File: src/rtl/cbf_pkg.sv
// Shared types and constants for the block Cholesky factor.
`timescale 1ns / 1ps
`default_nettype none

package cbf_pkg;

  // Fraction bits of the Q16.16 number format
  localparam int FRAC_BITS = 16;

  // Commands from the controller to the datapath
  typedef struct packed {
    logic mem_rd;      // read the store at row/col into the read register
    logic mem_wr;      // write the store at row/col
    logic wr_iter;     // write data: 1 = divide/root result, 0 = input item
    logic acc_load;    // accumulator <= read register
    logic opa_load;    // first multiplier operand <= read register
    logic mul_start;   // start a product of operand A and the read register
    logic acc_sub;     // accumulator <= sat(accumulator - product)
    logic iter_start;  // start the shared divide / square root unit
    logic iter_sqrt;   // 1 = square root of the accumulator, 0 = divide by pivot
    logic piv_load;    // pivot <= divide/root result
    logic out_zero;    // force the outgoing item to zero
  } cmd_t;

  // Status from the datapath to the controller
  typedef struct packed {
    logic mul_busy;
    logic iter_busy;
    logic acc_nonpos;
  } sts_t;

endpackage

`default_nettype wire

File: src/rtl/cbf_iter.sv
// Shared iterative unit: restoring divide and digit-by-digit square root.
`timescale 1ns / 1ps
`default_nettype none

module cbf_iter #(
  parameter int DW = 32
) (
  input  wire logic                 clk,
  input  wire logic                 rst_n,
  input  wire logic                 start,
  input  wire logic                 sqrt_op,
  input  wire logic signed [DW-1:0] a,
  input  wire logic signed [DW-1:0] dvs,
  output logic                      busy,
  output logic signed [DW-1:0]      res
);

  localparam int NW = DW + cbf_pkg::FRAC_BITS;
  localparam int SW = (DW + cbf_pkg::FRAC_BITS + 1) / 2;
  localparam int XW = 2 * SW;
  localparam int RW = DW + 3;
  localparam int CW = $clog2(XW + 1);
  localparam logic [NW-1:0] LIM_N = NW'(1) << (DW - 1);
  localparam logic [NW-1:0] MAX_N = LIM_N - NW'(1);
  localparam logic [DW-1:0] MAX_V = {1'b0, {(DW-1){1'b1}}};
  localparam logic [DW-1:0] MIN_V = {1'b1, {(DW-1){1'b0}}};

  logic [XW-1:0] src_r, src_nxt;
  logic [RW-1:0] rem_r, rem_nxt;
  logic [NW-1:0] res_r, res_nxt;
  logic [CW-1:0] cnt_r;
  logic [DW-1:0] dvs_r;
  logic          busy_r, sqrt_r, neg_r;
  logic [DW-1:0] mag_a;
  logic [RW-1:0] rem_s, trial;
  logic          ge;

  assign mag_a = a[DW-1] ? (~a + 1'b1) : a;

  // One quotient bit or one root bit per cycle
  always_comb begin
    if (sqrt_r) begin
      rem_s = {rem_r[RW-3:0], src_r[XW-1:XW-2]};
      trial = {res_r[RW-3:0], 2'b01};
      src_nxt = src_r << 2;
    end else begin
      rem_s = {rem_r[RW-2:0], src_r[XW-1]};
      trial = RW'(dvs_r);
      src_nxt = src_r << 1;
    end
    ge = (rem_s >= trial);
    rem_nxt = ge ? (rem_s - trial) : rem_s;
    res_nxt = {res_r[NW-2:0], ge};
  end

  always_ff @(posedge clk) begin
    if (!rst_n) begin
      busy_r <= 1'b0;
      cnt_r  <= '0;
    end else if (start) begin
      busy_r <= 1'b1;
      cnt_r  <= sqrt_op ? CW'(SW) : CW'(NW);
    end else if (busy_r) begin
      cnt_r <= cnt_r - 1'b1;
      if (cnt_r == CW'(1)) begin
        busy_r <= 1'b0;
      end
    end
  end

  // Operand and working registers
  always_ff @(posedge clk) begin
    if (start) begin
      sqrt_r <= sqrt_op;
      neg_r  <= a[DW-1] & ~sqrt_op;
      dvs_r  <= dvs;
      rem_r  <= '0;
      res_r  <= '0;
      if (sqrt_op) begin
        src_r <= XW'({mag_a, {cbf_pkg::FRAC_BITS{1'b0}}});
      end else begin
        src_r <= XW'({mag_a, {cbf_pkg::FRAC_BITS{1'b0}}}) << (XW - NW);
      end
    end else if (busy_r) begin
      src_r <= src_nxt;
      rem_r <= rem_nxt;
      res_r <= res_nxt;
    end
  end

  // Clamp the root, saturate the signed quotient
  always_comb begin
    if (sqrt_r || !neg_r) begin
      res = (res_r > MAX_N) ? MAX_V : res_r[DW-1:0];
    end else begin
      res = (res_r > LIM_N) ? MIN_V : (~res_r[DW-1:0] + 1'b1);
    end
  end

  assign busy = busy_r;

endmodule

`default_nettype wire

File: src/rtl/cbf_dp.sv
// Datapath: block store, accumulator, serial multiplier and divide/root unit.
`timescale 1ns / 1ps
`default_nettype none

module cbf_dp #(
  parameter int MAX_BLOCK = 8,
  parameter int DW        = 32,
  parameter int IW        = 3
) (
  input  wire logic            clk,
  input  wire logic            rst_n,
  input  wire cbf_pkg::cmd_t   cmd,
  input  wire logic [IW-1:0]   row,
  input  wire logic [IW-1:0]   col,
  input  wire logic [31:0]     in_data,
  output cbf_pkg::sts_t        sts,
  output logic [31:0]          out_data
);

  localparam int DEPTH = MAX_BLOCK * MAX_BLOCK;
  localparam int AW    = (DEPTH > 1) ? $clog2(DEPTH) : 1;
  localparam int EW    = (DW > 32) ? DW : 32;
  localparam int ND    = (DW + 15) / 16;
  localparam int UBW   = ND * 16;
  localparam int PW    = DW + UBW;
  localparam int MW    = PW - cbf_pkg::FRAC_BITS;
  localparam int MCW   = $clog2(ND + 1);
  localparam logic [DW-1:0] MAX_V = {1'b0, {(DW-1){1'b1}}};
  localparam logic [DW-1:0] MIN_V = {1'b1, {(DW-1){1'b0}}};
  localparam logic [MW-1:0] LIM_M = MW'(1) << (DW - 1);
  localparam logic [MW-1:0] MAX_M = LIM_M - MW'(1);

  logic signed [DW-1:0] mem [DEPTH];
  logic signed [DW-1:0] rd_r, acc_r, opa_r, piv_r;
  logic [AW-1:0]        addr;
  logic signed [DW-1:0] wdata, in_sat, iter_res, qm;
  logic signed [31:0]   in_s;
  logic signed [EW-1:0] in_e, out_e;
  logic                 iter_busy;

  // Multiplier state
  logic [DW-1:0]  ua_r;
  logic [UBW-1:0] ub_r;
  logic [PW-1:0]  prod_r;
  logic [MCW-1:0] mcnt_r;
  logic           mbusy_r, mneg_r;
  logic [DW+15:0] pp;
  logic [MW-1:0]  mq;
  logic signed [DW:0] diff;

  assign addr = AW'(int'(row) * MAX_BLOCK + int'(col));

  // Saturate the input item to the data width
  assign in_s = in_data;
  assign in_e = EW'(in_s);
  always_comb begin
    if (in_e > EW'(signed'(MAX_V))) begin
      in_sat = MAX_V;
    end else if (in_e < EW'(signed'(MIN_V))) begin
      in_sat = MIN_V;
    end else begin
      in_sat = in_e[DW-1:0];
    end
  end

  assign wdata = cmd.wr_iter ? iter_res : in_sat;

  // Store: one write and one registered read a cycle
  always_ff @(posedge clk) begin
    if (cmd.mem_wr) begin
      mem[addr] <= wdata;
    end
    if (cmd.mem_rd) begin
      rd_r <= mem[addr];
    end
  end

  // Serial multiplier, 16 bits of the second operand a cycle
  assign pp = ua_r * ub_r[UBW-1 -: 16];

  always_ff @(posedge clk) begin
    if (!rst_n) begin
      mbusy_r <= 1'b0;
      mcnt_r  <= '0;
    end else if (cmd.mul_start) begin
      mbusy_r <= 1'b1;
      mcnt_r  <= MCW'(ND);
    end else if (mbusy_r) begin
      mcnt_r <= mcnt_r - 1'b1;
      if (mcnt_r == MCW'(1)) begin
        mbusy_r <= 1'b0;
      end
    end
  end

  always_ff @(posedge clk) begin
    if (cmd.mul_start) begin
      ua_r   <= opa_r[DW-1] ? (~opa_r + 1'b1) : opa_r;
      ub_r   <= UBW'(rd_r[DW-1] ? (~rd_r + 1'b1) : rd_r);
      prod_r <= '0;
      mneg_r <= opa_r[DW-1] ^ rd_r[DW-1];
    end else if (mbusy_r) begin
      prod_r <= (prod_r << 16) + PW'(pp);
      ub_r   <= ub_r << 16;
    end
  end

  // Drop fraction bits and saturate the signed product
  assign mq = prod_r[PW-1:cbf_pkg::FRAC_BITS];
  always_comb begin
    if (mneg_r) begin
      qm = (mq > LIM_M) ? MIN_V : (~mq[DW-1:0] + 1'b1);
    end else begin
      qm = (mq > MAX_M) ? MAX_V : mq[DW-1:0];
    end
  end

  assign diff = {acc_r[DW-1], acc_r} - {qm[DW-1], qm};

  // Accumulator, operand and pivot registers
  always_ff @(posedge clk) begin
    if (cmd.acc_load) begin
      acc_r <= rd_r;
    end else if (cmd.acc_sub) begin
      if (diff[DW] != diff[DW-1]) begin
        acc_r <= diff[DW] ? MIN_V : MAX_V;
      end else begin
        acc_r <= diff[DW-1:0];
      end
    end
    if (cmd.opa_load) begin
      opa_r <= rd_r;
    end
    if (cmd.piv_load) begin
      piv_r <= iter_res;
    end
  end

  cbf_iter #(
    .DW (DW)
  ) u_iter (
    .clk     (clk),
    .rst_n   (rst_n),
    .start   (cmd.iter_start),
    .sqrt_op (cmd.iter_sqrt),
    .a       (acc_r),
    .dvs     (piv_r),
    .busy    (iter_busy),
    .res     (iter_res)
  );

  assign sts.mul_busy   = mbusy_r;
  assign sts.iter_busy  = iter_busy;
  assign sts.acc_nonpos = acc_r[DW-1] || (acc_r == '0);

  // Outgoing item: low 32 bits of the stored value, or zero when out_zero is set
  assign out_e    = EW'(rd_r);
  assign out_data = cmd.out_zero ? 32'd0 : out_e[31:0];

endmodule

`default_nettype wire

File: src/rtl/cbf_ctrl.sv
// Controller: load, left-looking factor sequence and output sequencing.
`timescale 1ns / 1ps
`default_nettype none

module cbf_ctrl #(
  parameter int MAX_BLOCK = 8,
  parameter int IW        = 3
) (
  input  wire logic          clk,
  input  wire logic          rst_n,
  input  wire logic          cfg_we,
  input  wire logic [3:0]    cfg_wdata,
  input  wire logic          in_tvalid,
  output logic               in_tready,
  output logic               out_tvalid,
  input  wire logic          out_tready,
  output logic               out_err,
  output logic               out_last,
  input  wire cbf_pkg::sts_t sts,
  output cbf_pkg::cmd_t      cmd,
  output logic [IW-1:0]      row,
  output logic [IW-1:0]      col
);

  localparam logic [3:0] S_LOAD = 4'd0;
  localparam logic [3:0] S_RDV  = 4'd1;
  localparam logic [3:0] S_LDA  = 4'd2;
  localparam logic [3:0] S_RDA  = 4'd3;
  localparam logic [3:0] S_RDB  = 4'd4;
  localparam logic [3:0] S_MST  = 4'd5;
  localparam logic [3:0] S_MWT  = 4'd6;
  localparam logic [3:0] S_SUB  = 4'd7;
  localparam logic [3:0] S_PIV  = 4'd8;
  localparam logic [3:0] S_IWT  = 4'd9;
  localparam logic [3:0] S_WR   = 4'd10;
  localparam logic [3:0] S_ORD  = 4'd11;
  localparam logic [3:0] S_OVL  = 4'd12;

  logic [3:0]    st_r, st_nxt;
  logic [3:0]    sz_r;
  logic [IW-1:0] r_r, r_nxt, c_r, c_nxt;
  logic [IW-1:0] k_r, k_nxt, m_r, m_nxt, n_r, n_nxt;
  logic [IW-1:0] bad_r, bad_nxt;
  logic          err_r, err_nxt;
  logic [IW-1:0] bm1;

  // Effective edge length minus one
  always_comb begin
    if (sz_r == 4'd0) begin
      bm1 = '0;
    end else if (sz_r > 4'(MAX_BLOCK)) begin
      bm1 = IW'(MAX_BLOCK - 1);
    end else begin
      bm1 = IW'(sz_r - 4'd1);
    end
  end

  always_comb begin
    st_nxt  = st_r;
    r_nxt   = r_r;
    c_nxt   = c_r;
    k_nxt   = k_r;
    m_nxt   = m_r;
    n_nxt   = n_r;
    bad_nxt = bad_r;
    err_nxt = err_r;
    cmd     = '0;
    row     = m_r;
    col     = k_r;
    unique case (st_r)
      S_LOAD: begin
        row = r_r;
        col = c_r;
        if (in_tvalid) begin
          cmd.mem_wr = 1'b1;
          if (c_r == bm1) begin
            c_nxt = '0;
            if (r_r == bm1) begin
              r_nxt  = '0;
              k_nxt  = '0;
              m_nxt  = '0;
              st_nxt = S_RDV;
            end else begin
              r_nxt = r_r + 1'b1;
            end
          end else begin
            c_nxt = c_r + 1'b1;
          end
        end
      end
      S_RDV: begin
        cmd.mem_rd = 1'b1;
        st_nxt     = S_LDA;
      end
      S_LDA: begin
        cmd.acc_load = 1'b1;
        n_nxt        = '0;
        st_nxt       = (k_r == '0) ? S_PIV : S_RDA;
      end
      S_RDA: begin
        row        = k_r;
        col        = n_r;
        cmd.mem_rd = 1'b1;
        st_nxt     = S_RDB;
      end
      S_RDB: begin
        row          = m_r;
        col          = n_r;
        cmd.mem_rd   = 1'b1;
        cmd.opa_load = 1'b1;
        st_nxt       = S_MST;
      end
      S_MST: begin
        cmd.mul_start = 1'b1;
        st_nxt        = S_MWT;
      end
      S_MWT: begin
        if (!sts.mul_busy) begin
          st_nxt = S_SUB;
        end
      end
      S_SUB: begin
        cmd.acc_sub = 1'b1;
        if (n_r == k_r - 1'b1) begin
          st_nxt = S_PIV;
        end else begin
          n_nxt  = n_r + 1'b1;
          st_nxt = S_RDA;
        end
      end
      S_PIV: begin
        if (m_r == k_r && sts.acc_nonpos) begin
          err_nxt = 1'b1;
          bad_nxt = k_r;
          st_nxt  = S_ORD;
        end else begin
          cmd.iter_start = 1'b1;
          cmd.iter_sqrt  = (m_r == k_r);
          st_nxt         = S_IWT;
        end
      end
      S_IWT: begin
        if (!sts.iter_busy) begin
          st_nxt = S_WR;
        end
      end
      S_WR: begin
        cmd.mem_wr   = 1'b1;
        cmd.wr_iter  = 1'b1;
        cmd.piv_load = (m_r == k_r);
        if (m_r == bm1) begin
          if (k_r == bm1) begin
            st_nxt = S_ORD;
          end else begin
            k_nxt  = k_r + 1'b1;
            m_nxt  = k_r + 1'b1;
            st_nxt = S_RDV;
          end
        end else begin
          m_nxt  = m_r + 1'b1;
          st_nxt = S_RDV;
        end
      end
      S_ORD: begin
        row        = r_r;
        col        = c_r;
        cmd.mem_rd = 1'b1;
        st_nxt     = S_OVL;
      end
      S_OVL: begin
        row          = r_r;
        col          = c_r;
        cmd.out_zero = err_r && (c_r >= bad_r) && (c_r <= r_r);
        if (out_tready) begin
          if (c_r == bm1) begin
            c_nxt = '0;
            if (r_r == bm1) begin
              r_nxt   = '0;
              err_nxt = 1'b0;
              st_nxt  = S_LOAD;
            end else begin
              r_nxt  = r_r + 1'b1;
              st_nxt = S_ORD;
            end
          end else begin
            c_nxt  = c_r + 1'b1;
            st_nxt = S_ORD;
          end
        end
      end
      default: begin
        st_nxt = S_LOAD;
      end
    endcase
  end

  // Advance state; a size write clears the load position and the error flag
  always_ff @(posedge clk) begin
    if (!rst_n) begin
      st_r  <= S_LOAD;
      sz_r  <= 4'd8;
      r_r   <= '0;
      c_r   <= '0;
      k_r   <= '0;
      m_r   <= '0;
      n_r   <= '0;
      bad_r <= '0;
      err_r <= 1'b0;
    end else begin
      st_r  <= st_nxt;
      r_r   <= r_nxt;
      c_r   <= c_nxt;
      k_r   <= k_nxt;
      m_r   <= m_nxt;
      n_r   <= n_nxt;
      bad_r <= bad_nxt;
      err_r <= err_nxt;
      if (cfg_we) begin
        sz_r  <= cfg_wdata;
        r_r   <= '0;
        c_r   <= '0;
        err_r <= 1'b0;
      end
    end
  end

  assign in_tready  = (st_r == S_LOAD);
  assign out_tvalid = (st_r == S_OVL);
  assign out_err    = err_r;
  assign out_last   = (r_r == bm1) && (c_r == bm1);

`ifndef ASSERT_OFF
  a_no_overlap: assert property (@(posedge clk) disable iff (!rst_n)
    !(in_tready && out_tvalid))
    else $error("input and output open together");

  a_mul_wait: assert property (@(posedge clk) disable iff (!rst_n)
    (st_r == S_MST) |=> (st_r == S_MWT && sts.mul_busy))
    else $error("multiplier did not start");

  a_err_out: assert property (@(posedge clk) disable iff (!rst_n)
    err_r |-> (st_r == S_ORD || st_r == S_OVL))
    else $error("pivot error outside output phase");

  a_iter_start: assert property (@(posedge clk) disable iff (!rst_n)
    cmd.iter_start |=> sts.iter_busy)
    else $error("divide/root unit did not start");
`endif

endmodule

`default_nettype wire

File: src/rtl/cholesky_block_factor.sv
// Top level: block Cholesky factor with stream ports and a size register.
// Load: one item a cycle, b*b items. Factor: each product runs on the shared serial
//   multiplier; each pivot's square root and each division of an entry below it
//   run on the shared divide/root unit.
// Output: b*b items; each is read through the single read port of the store, then offered.
// Reset (rst_n low, synchronous): size 8, load position and error flag cleared;
//   the store is not cleared.
`timescale 1ns / 1ps
`default_nettype none

module cholesky_block_factor #(
  parameter int MAX_BLOCK  = 8,
  parameter int DATA_WIDTH = 32
) (
  input  wire logic        clk,
  input  wire logic        rst_n,
  input  wire logic        cfg_we,
  input  wire logic [3:0]  cfg_wdata,      // size_in_use
  input  wire logic        in_tvalid,
  output logic             in_tready,
  input  wire logic [31:0] in_tdata,       // [31:0] element_value
  output logic             out_tvalid,
  input  wire logic        out_tready,
  output logic [31:0]      out_tdata,      // [31:0] result_value
  output logic             out_tuser,      // [0] not_positive_definite
  output logic             out_tlast       // last_of_block
);

  localparam int IW = (MAX_BLOCK > 1) ? $clog2(MAX_BLOCK) : 1;

  cbf_pkg::cmd_t cmd;
  cbf_pkg::sts_t sts;
  logic [IW-1:0] row, col;

  cbf_ctrl #(
    .MAX_BLOCK (MAX_BLOCK),
    .IW        (IW)
  ) u_ctrl (
    .clk        (clk),
    .rst_n      (rst_n),
    .cfg_we     (cfg_we),
    .cfg_wdata  (cfg_wdata),
    .in_tvalid  (in_tvalid),
    .in_tready  (in_tready),
    .out_tvalid (out_tvalid),
    .out_tready (out_tready),
    .out_err    (out_tuser),
    .out_last   (out_tlast),
    .sts        (sts),
    .cmd        (cmd),
    .row        (row),
    .col        (col)
  );

  cbf_dp #(
    .MAX_BLOCK (MAX_BLOCK),
    .DW        (DATA_WIDTH),
    .IW        (IW)
  ) u_dp (
    .clk      (clk),
    .rst_n    (rst_n),
    .cmd      (cmd),
    .row      (row),
    .col      (col),
    .in_data  (in_tdata),
    .sts      (sts),
    .out_data (out_tdata)
  );

endmodule

`default_nettype wire

File: config.mk
export PLATFORM = sky130hd
export DESIGN_NAME = cholesky_block_factor
export DESIGN_NICKNAME = d
export VERILOG_FILES = /design/src/rtl/cbf_pkg.sv /design/src/rtl/cbf_iter.sv /design/src/rtl/cbf_dp.sv /design/src/rtl/cbf_ctrl.sv /design/src/rtl/cholesky_block_factor.sv
export SDC_FILE = /design/constraint.sdc
export NUM_CORES = 2
export LEC_CHECK = 0
export ABC_AREA = 1
export BUFFER_PORTS_ARGS = -buffer_cell sky130_fd_sc_hd__clkbuf_2
export CAP_MARGIN = 10
export CELL_PAD_IN_SITES_DETAIL_PLACEMENT = 0
export CELL_PAD_IN_SITES_GLOBAL_PLACEMENT = 2
export CORE_MARGIN = 8
export CORE_UTILIZATION = 40
export CTS_CLUSTER_DIAMETER = 120
export CTS_CLUSTER_SIZE = 30
export DETAILED_ROUTE_END_ITERATION = 8
export PLACE_DENSITY_LB_ADDON = 0.1
export SLEW_MARGIN = 5
export SYNTH_ARGS = -nofsm -noshare
export SYNTH_HDL_FRONTEND = slang
export SYNTH_SLANG_ARGS = --single-unit
File: constraint.sdc
create_clock -name clk -period 18.25 [get_ports clk]
set_input_delay 0.9125 -clock clk [delete_from_list [all_inputs] [get_ports clk]]
set_output_delay 0.9125 -clock clk [all_outputs]
set_load 0.02 [all_outputs]
; After elaboration in Yosys (flattened, before gate mapping)
; Memories as Yosys holds them, arrays and structs flattened. A register that Yosys moved wholly into a read port is not among the register bits.
; Cells that the tools add are included.
[totals]
reg_bits = 426
mem_count = 1
latchBits = 0
rom_bits = 0
output_inout_bits = 36
mem_bits_rw = 2048
[op_classes]
bitwise_logic = 9
div_mod_pow = 0
order_cmp = 10
shift = 0
multipliers = 1
add_sub_neg = 18
mux = 92
reduce_logical = 30
eq_ne = 34
[mem_list]
columns = memory, depth, word_bits, rd, rd_clocked_by_memory_dff, wr, line
row1 = u_dp.mem, 64, 32, 1, 1, 1, cbf_dp.sv:33  ; logic signed [DW-1:0] mem [DEPTH];
[ops]
columns = op, count
row1 = $mux 32, 18
row2 = $add 32x1->32 const B, 5
row3 = $not 32->32, 5
row4 = $mux 48, 3
row5 = $gt 48x31->1 const B, 2
row6 = $gt 48x32->1 const B, 2
row7 = $mux 35, 2
row8 = $add 64x48->64, 1
row9 = $pmux 4 s13, 1
row10 = $mul 32x16->48, 1
row11 = $mux 3, 16
row12 = $mux 4, 12
row13 = $pmux 3 s2, 7
row14 = $ge 35x35->1, 1
row15 = $mux 34, 1
row16 = $sub 34x34->34, 1
row17 = $sub 32x32->33, 1
row18 = $gt 32x32->1 const B, 1
row19 = $logic_not 32->1, 1
row20 = $lt 32x32->1 const B, 1
row21 = $mux 31, 1
row22 = $mux 1, 21
row23 = $eq 4x4->1 const B, 5
row24 = $eq 3x3->1, 6
row25 = other kinds (36), 79

; Logic depth before layout (Yosys ltp)
[depth]
word_depth = 9
ltp_mapped = 33
ltp_nobuf = 31

; Hierarchy
; From an unflattened synthesis, not the netlist that was laid out.
[hier_totals]
cells_unflattened = 11473
hier_area_um2 = 123384.6
[modules_own_cells]
columns = module, instances, cells_each, area_each_um2
row1 = cbf_dp, 1, 9474, 110129.4
row2 = cbf_iter, 1, 1625, 10939.2
row3 = cbf_ctrl, 1, 374, 2316.0

; Worst setup path before layout
; OpenSTA, ideal clock, no wires.
[synth_timing]
path_kind = flip-flop to flip-flop
startpoint = register u_dp.ua_r[27]
endpoint = register u_dp.prod_r[50]
synth_period_minus_slack_ns = 5.861
setup_slack_ns = 12.389
required_time_ns = 18.135
stages_incl_launch_ff = 26
arrival_time_ns = 5.746
path_cell_list = edfxtp_1 -> clkbuf_1 -> clkbuf_1 -> nand2_1 -> fa_1 -> inv_1 -> fa_1 -> inv_1 -> fa_1 -> inv_1 -> fa_1 -> fa_1 -> inv_1 -> fa_1 -> inv_1 -> ha_1 -> a21oi_1 -> a21boi_0 -> a21boi_0 -> o21ai_0 -> nand3_1 -> nand3_1 -> nand2_1 -> nand2_1 -> o21ai_0 -> inv_1
[synth_via]
elab_chain_len = 2
[synth_rtl]
columns = item, line
row1 = start: declaration, cbf_dp.sv:42  ; logic [DW-1:0] ua_r;
row2 = start signal: assignment, cbf_dp.sv:98  ; ua_r <= opa_r[DW-1] ? (~opa_r + 1'b1) : opa_r;
row3 = $mul 32x16->48, cbf_dp.sv:79  ; assign pp = ua_r * ub_r[UBW-1 -: 16];
row4 = $add 64x48->64, cbf_dp.sv:103  ; prod_r <= (prod_r << 16) + PW'(pp);
row5 = end signal: assignment, cbf_dp.sv:103
row6 = end: declaration, cbf_dp.sv:44  ; logic [PW-1:0] prod_r;
; Every way passes these cells.
; A chain may end at the register's enable or synchronous reset.

; Worst setup path after layout
[layout_timing]
startpoint = register u_dp.ua_r[12]
endpoint = register u_dp.prod_r[63]
; Same word-level chain as after synthesis.

==> results.md <==
- Counting flops with a built-in enable in the synthesized netlist gives 2307.
- Setup violations remaining at the end of the flow were counted as 0.
- The biggest area contributor in the post-synthesis netlist is sky130_fd_sc_hd__edfxtp_1.
- The count of hold buffers inserted by post-cts repair is 0.
- The number of clock buffers inserted by TritonCTS is 113.
- After clock tree synthesis, the clock-pin slew on the worst setup and hold paths is 0.12 ns.
- Setup repair after global routing left no endpoint under its margin.
- The clock passes through at most 4 buffers.
- Based on the critical path, the design can be clocked at up to 0.143 GHz.
- The floorplan step defined a core boundary enclosing 333000 sq um.
- The number of register bits inferred by synthesis is 2490.
- In this run the tool buffered the top-level ports with 76 buffer cells.
- The area taken by flip-flops and latches is 72900 sq um.
- Clock tree synthesis found a total of 2490 sinks.
- The max-slew violation total from the final report is 0.
- The tool flagged a number of max-cap violations equal to 0.
- The detailed-route wire length per cell is 24.6 microns.
- The prevailing post-synth register cell is sky130_fd_sc_hd__edfxtp_1.
- The cell sitting at the root of the clock tree is a sky130_fd_sc_hd__clkbuf_16.
- Counting every net in the synthesized netlist gives 15400.
- The multi-input combinational cells in the finished layout cover a total of 53000 sq um.
- The run finished with clean final reports.
- The critical path is of the reg -> reg type.
- The shortest clock period the worst path allows after layout is 6.99 ns.
- In the routed layout, each cell is associated on average with a via count of 5.27.
- The global placer's final weighted congestion is 0.865.
- The initial antenna violation count is 19.
- Detailed placement finished with a half-perimeter wire length of 288000 microns.
- After clock tree synthesis, the setup repair step added 0 buffers.
- The detailed-route wire length is 463000 microns.
- Of all nets on the critical path, the largest fanout is 16.
- The clock latency of the later-clocked register in the worst-skew pair is 0.92 ns.
- The number of iterations in the first detailed-routing pass is 8.
- Sorting the synthesized cells by area gives the leading types as sky130_fd_sc_hd__edfxtp_1 (52%), sky130_fd_sc_hd__nand2_1 (18%), sky130_fd_sc_hd__fa_1 (6.8%), sky130_fd_sc_hd__nand3_1 (4.5%), sky130_fd_sc_hd__inv_1 (3.6%).
- After routing, the total negative slack on setup checks comes to 0 ns.
- The number of failing hold endpoints at the final stage is 0.
- The data required time of the worst path is 19.04 ns.
- TritonCTS built the clock tree.
- The initial detailed-routing violation count is 8559.
- For this run the aggregate overflow at the end of global routing stands at 0.
- The synthesized area is 134000 sq um.
- In this run the vertical extent of the chip is 594 microns.
- Global routing used 25.3% of the available tracks.
- The share of synthesized area in the top cell type comes to 51.9%.
- In the routed design, unresolved DRC markers number 0.
- The count of standard-cell rows is 212.
- The post-synthesis average cell area is 9.08 sq um.
- The warning count from the yosys run is 0.
- The post-cts repair resize count is 0.
- The number of inserted filler cells in the final layout is 32500.
- For the final database, setup skew stands at 0.0763 ns.
- The data arrival time of the critical path is 7.78 ns.
- After detailed placement, the design holds a cell count of 18600.
- The number of H-tree levels is 3.
- The power per unit of standard cell area is 87.0 nW/um^2.
- IR analysis of the VDD net gives a maximum drop of 0.000100 V.
- The number of global-route vias before repair came to 96200.
- The worst setup path is launched from a flip-flop.
- The layout-stage area growth over the synthesis result is 6.62%.
- Yosys mapped the design onto 61 distinct sky130hd cell types.
- The detailed-route via count is 99000.
- The overall die area is 353000 sq um.
- The worst hold-check path type is in -> reg.
- The type of destination of the critical path is a flip-flop.
- The count of cells in the finished layout, fillers not included, comes to 18800.
- Once detail routing completed, the nets flagged for antenna violations numbered 0.
- The first global-routing pass estimated 674000 microns of wire.
- Sequential elements use 54.6% of the synthesized area.
- In this run the count of I/O pins placed on the die edge is 77.
- The worst-case headroom to the max-slew limit is 20.5%.
- The fraction of synthesis flops using an asynchronous set or reset pin is 0%.
- The die width is 594 microns.
- The static leakage is 61.3 nW.
- The initial utilization of the core area, before any placement, comes to 40.1%.
- The share of the clock period used by the worst path is 38.3%.
- The synthesized netlist cell count is 14700.
- Of the cells placed in the final design, the portion with a size suffix greater than 1 is 4.58%.
- The net count of the finished layout is 15100.
- At the pin with the least slew margin, the transition time is 1.19 ns.
- Entering global routing, the biggest net connects 148 pins.
[cell usage after synthesis, types with 27 or more instances]
| master | count |
|---|---|
| sky130_fd_sc_hd__edfxtp_1 | 2307 |
| sky130_fd_sc_hd__xnor2_1 | 56 |
| sky130_fd_sc_hd__nand2_1 | 6249 |
| sky130_fd_sc_hd__dfxtp_1 | 183 |
| sky130_fd_sc_hd__clkbuf_1 | 329 |
| sky130_fd_sc_hd__buf_1 | 36 |
| sky130_fd_sc_hd__nor2_1 | 656 |
| sky130_fd_sc_hd__nand4_1 | 54 |
| sky130_fd_sc_hd__inv_1 | 1282 |
| sky130_fd_sc_hd__o22ai_1 | 50 |
| sky130_fd_sc_hd__fa_1 | 452 |
| sky130_fd_sc_hd__o21ai_0 | 372 |
| sky130_fd_sc_hd__ha_1 | 225 |
| sky130_fd_sc_hd__nand3_1 | 1197 |
| sky130_fd_sc_hd__o211ai_1 | 27 |
| sky130_fd_sc_hd__buf_2 | 380 |
| sky130_fd_sc_hd__nor3_1 | 82 |
| sky130_fd_sc_hd__xor2_1 | 147 |
| sky130_fd_sc_hd__a31oi_1 | 37 |
| sky130_fd_sc_hd__a21oi_1 | 312 |
[final timing paths]
| path | from | endpoint | slack (ns) | depth (start not counted) |
|---|---|---|---|---|
| max | u_dp.ua_r[12]$_DFFE_PP_ | u_dp.prod_r[63]$_SDFFE_PP0P_ | 11.26 | 22 |
| max reg2reg | u_dp.ua_r[12]$_DFFE_PP_ | u_dp.prod_r[63]$_SDFFE_PP0P_ | 11.26 | 22 |
| min | out_tready | u_ctrl.out_err$_SDFFE_PP0P_ | 0.30 | 2 |
| min reg2reg | u_dp.piv_r[20]$_DFFE_PP_ | u_dp.u_iter.dvs_r[20]$_DFFE_PP_ | 0.43 | 0 |
[registers in the layout (all words and copies together) (netlist names), 34 cells and up]
| name | flops |
|---|---|
| u_dp.prod_r | 64 |
| u_dp.mem | 2048 |
| u_dp.u_iter.res_r | 48 |
| u_dp.u_iter.rem_r | 34 |
[layer usage]
metal	GRT usage, %	wire length, microns
met5	0	13
met2	42.7	220000
met1	35.7	209000
met4	5.08	10400
met3	2.45	23500
[per-stage QoR]
| stage | power [mW] | instance area [sq um] | util, % | hold slack [ns] | worst slack, ns |
|---|---|---|---|---|---|
| floorplan | 8.22 | 134000 | - | 0.400 | 12.39 |
| global placement | 9.27 | 139000 | 41.7 | 0.401 | 11.22 |
| detailed placement | 9.27 | 139000 | 41.7 | 0.405 | 11.25 |
| CTS | 12.5 | 142000 | 42.8 | 0.207 | 11.24 |
| global route | 13.0 | 142000 | 42.8 | 0.260 | 10.92 |
| finish | 12.4 | 142000 | 42.8 | 0.304 | 11.26 |
[worst max-delay path, stage by stage (launching register included)]
cell,delay [ns]
sky130_fd_sc_hd__edfxtp_1,0.91
sky130_fd_sc_hd__nand2_1,0.20
sky130_fd_sc_hd__fa_1,0.54
sky130_fd_sc_hd__fa_1,0.52
sky130_fd_sc_hd__fa_1,0.51
sky130_fd_sc_hd__inv_1,0.05
sky130_fd_sc_hd__fa_1,0.50
sky130_fd_sc_hd__fa_1,0.55
sky130_fd_sc_hd__inv_1,0.06
sky130_fd_sc_hd__fa_1,0.56
sky130_fd_sc_hd__inv_1,0.05
sky130_fd_sc_hd__ha_1,0.42
sky130_fd_sc_hd__nand2_1,0.14
sky130_fd_sc_hd__nor2_1,0.31
sky130_fd_sc_hd__nand2_1,0.13
sky130_fd_sc_hd__nor3b_1,0.28
sky130_fd_sc_hd__nor2_1,0.12
sky130_fd_sc_hd__o21bai_1,0.56
sky130_fd_sc_hd__nand2_1,0.16
sky130_fd_sc_hd__nand3_1,0.11
sky130_fd_sc_hd__nand3_1,0.08
sky130_fd_sc_hd__nand2_1,0.09
sky130_fd_sc_hd__inv_1,0.04
[power breakdown]
group	switching, mW	internal, mW
clock network	1.98	1.28
logic	1.92	0.773
registers	0.120	6.33
total	4.02	8.38
[final cells by class]
type | count | area share, %
Clock buffer | 121 | 2.04
Multi-Input combinational cell | 10100 | 37.2
Inverter | 1309 | 3.46
Antenna cell | 7 | 0.0123
Sequential cell | 2490 | 51.2
Timing Repair Buffer | 318 | 1.65
Tap cell | 4387 | 3.85
Clock inverter | 40 | 0.526
[logic make-up after synthesis]
| kind of cell | Yosys count | share of synthesized area [%] |
|---|---|---|
| AO/OA/AOI/OAI | 893 | 3.69 |
| buffers and inverters | 2082 | 6.29 |
| AND/OR/NAND/NOR | 8334 | 25.0 |
| flip-flops | 2490 | 54.6 |
| adder cells (fa/ha/maj) | 677 | 8.88 |
| multiplexers | 24 | 0.180 |
| XOR/XNOR | 203 | 1.33 |
[cells in the final DEF, fill, tap and decap left out, types with 9 or more instances in the layout]
cell	instances
sky130_fd_sc_hd__nand3_1	1197
sky130_fd_sc_hd__o211ai_1	27
sky130_fd_sc_hd__clkinv_16	10
sky130_fd_sc_hd__a21oi_1	311
sky130_fd_sc_hd__mux2i_1	24
sky130_fd_sc_hd__nand3b_1	10
sky130_fd_sc_hd__nand2_1	6213
sky130_fd_sc_hd__nand2_2	14
sky130_fd_sc_hd__nor3_1	82
sky130_fd_sc_hd__nand4_1	54
sky130_fd_sc_hd__nand2_4	26
sky130_fd_sc_hd__a21boi_0	9
sky130_fd_sc_hd__ha_1	225
sky130_fd_sc_hd__clkinv_1	9
sky130_fd_sc_hd__edfxtp_1	2307
sky130_fd_sc_hd__a21o_1	20
sky130_fd_sc_hd__inv_2	18
sky130_fd_sc_hd__or2_2	26
sky130_fd_sc_hd__nor4_1	21
sky130_fd_sc_hd__a31oi_1	34
sky130_fd_sc_hd__o31ai_1	9
sky130_fd_sc_hd__buf_4	230
sky130_fd_sc_hd__xor2_1	147
sky130_fd_sc_hd__clkbuf_2	76
sky130_fd_sc_hd__buf_12	12
sky130_fd_sc_hd__nor2_4	67
sky130_fd_sc_hd__nor2_1	588
sky130_fd_sc_hd__o22ai_1	50
sky130_fd_sc_hd__o21ai_0	371
sky130_fd_sc_hd__o21a_1	13
sky130_fd_sc_hd__inv_1	1282
sky130_fd_sc_hd__clkbuf_16	115
sky130_fd_sc_hd__xnor2_1	56
sky130_fd_sc_hd__o21bai_1	15
sky130_fd_sc_hd__dfxtp_1	182
sky130_fd_sc_hd__fa_1	452
Power figures use the tool's default switching activity.
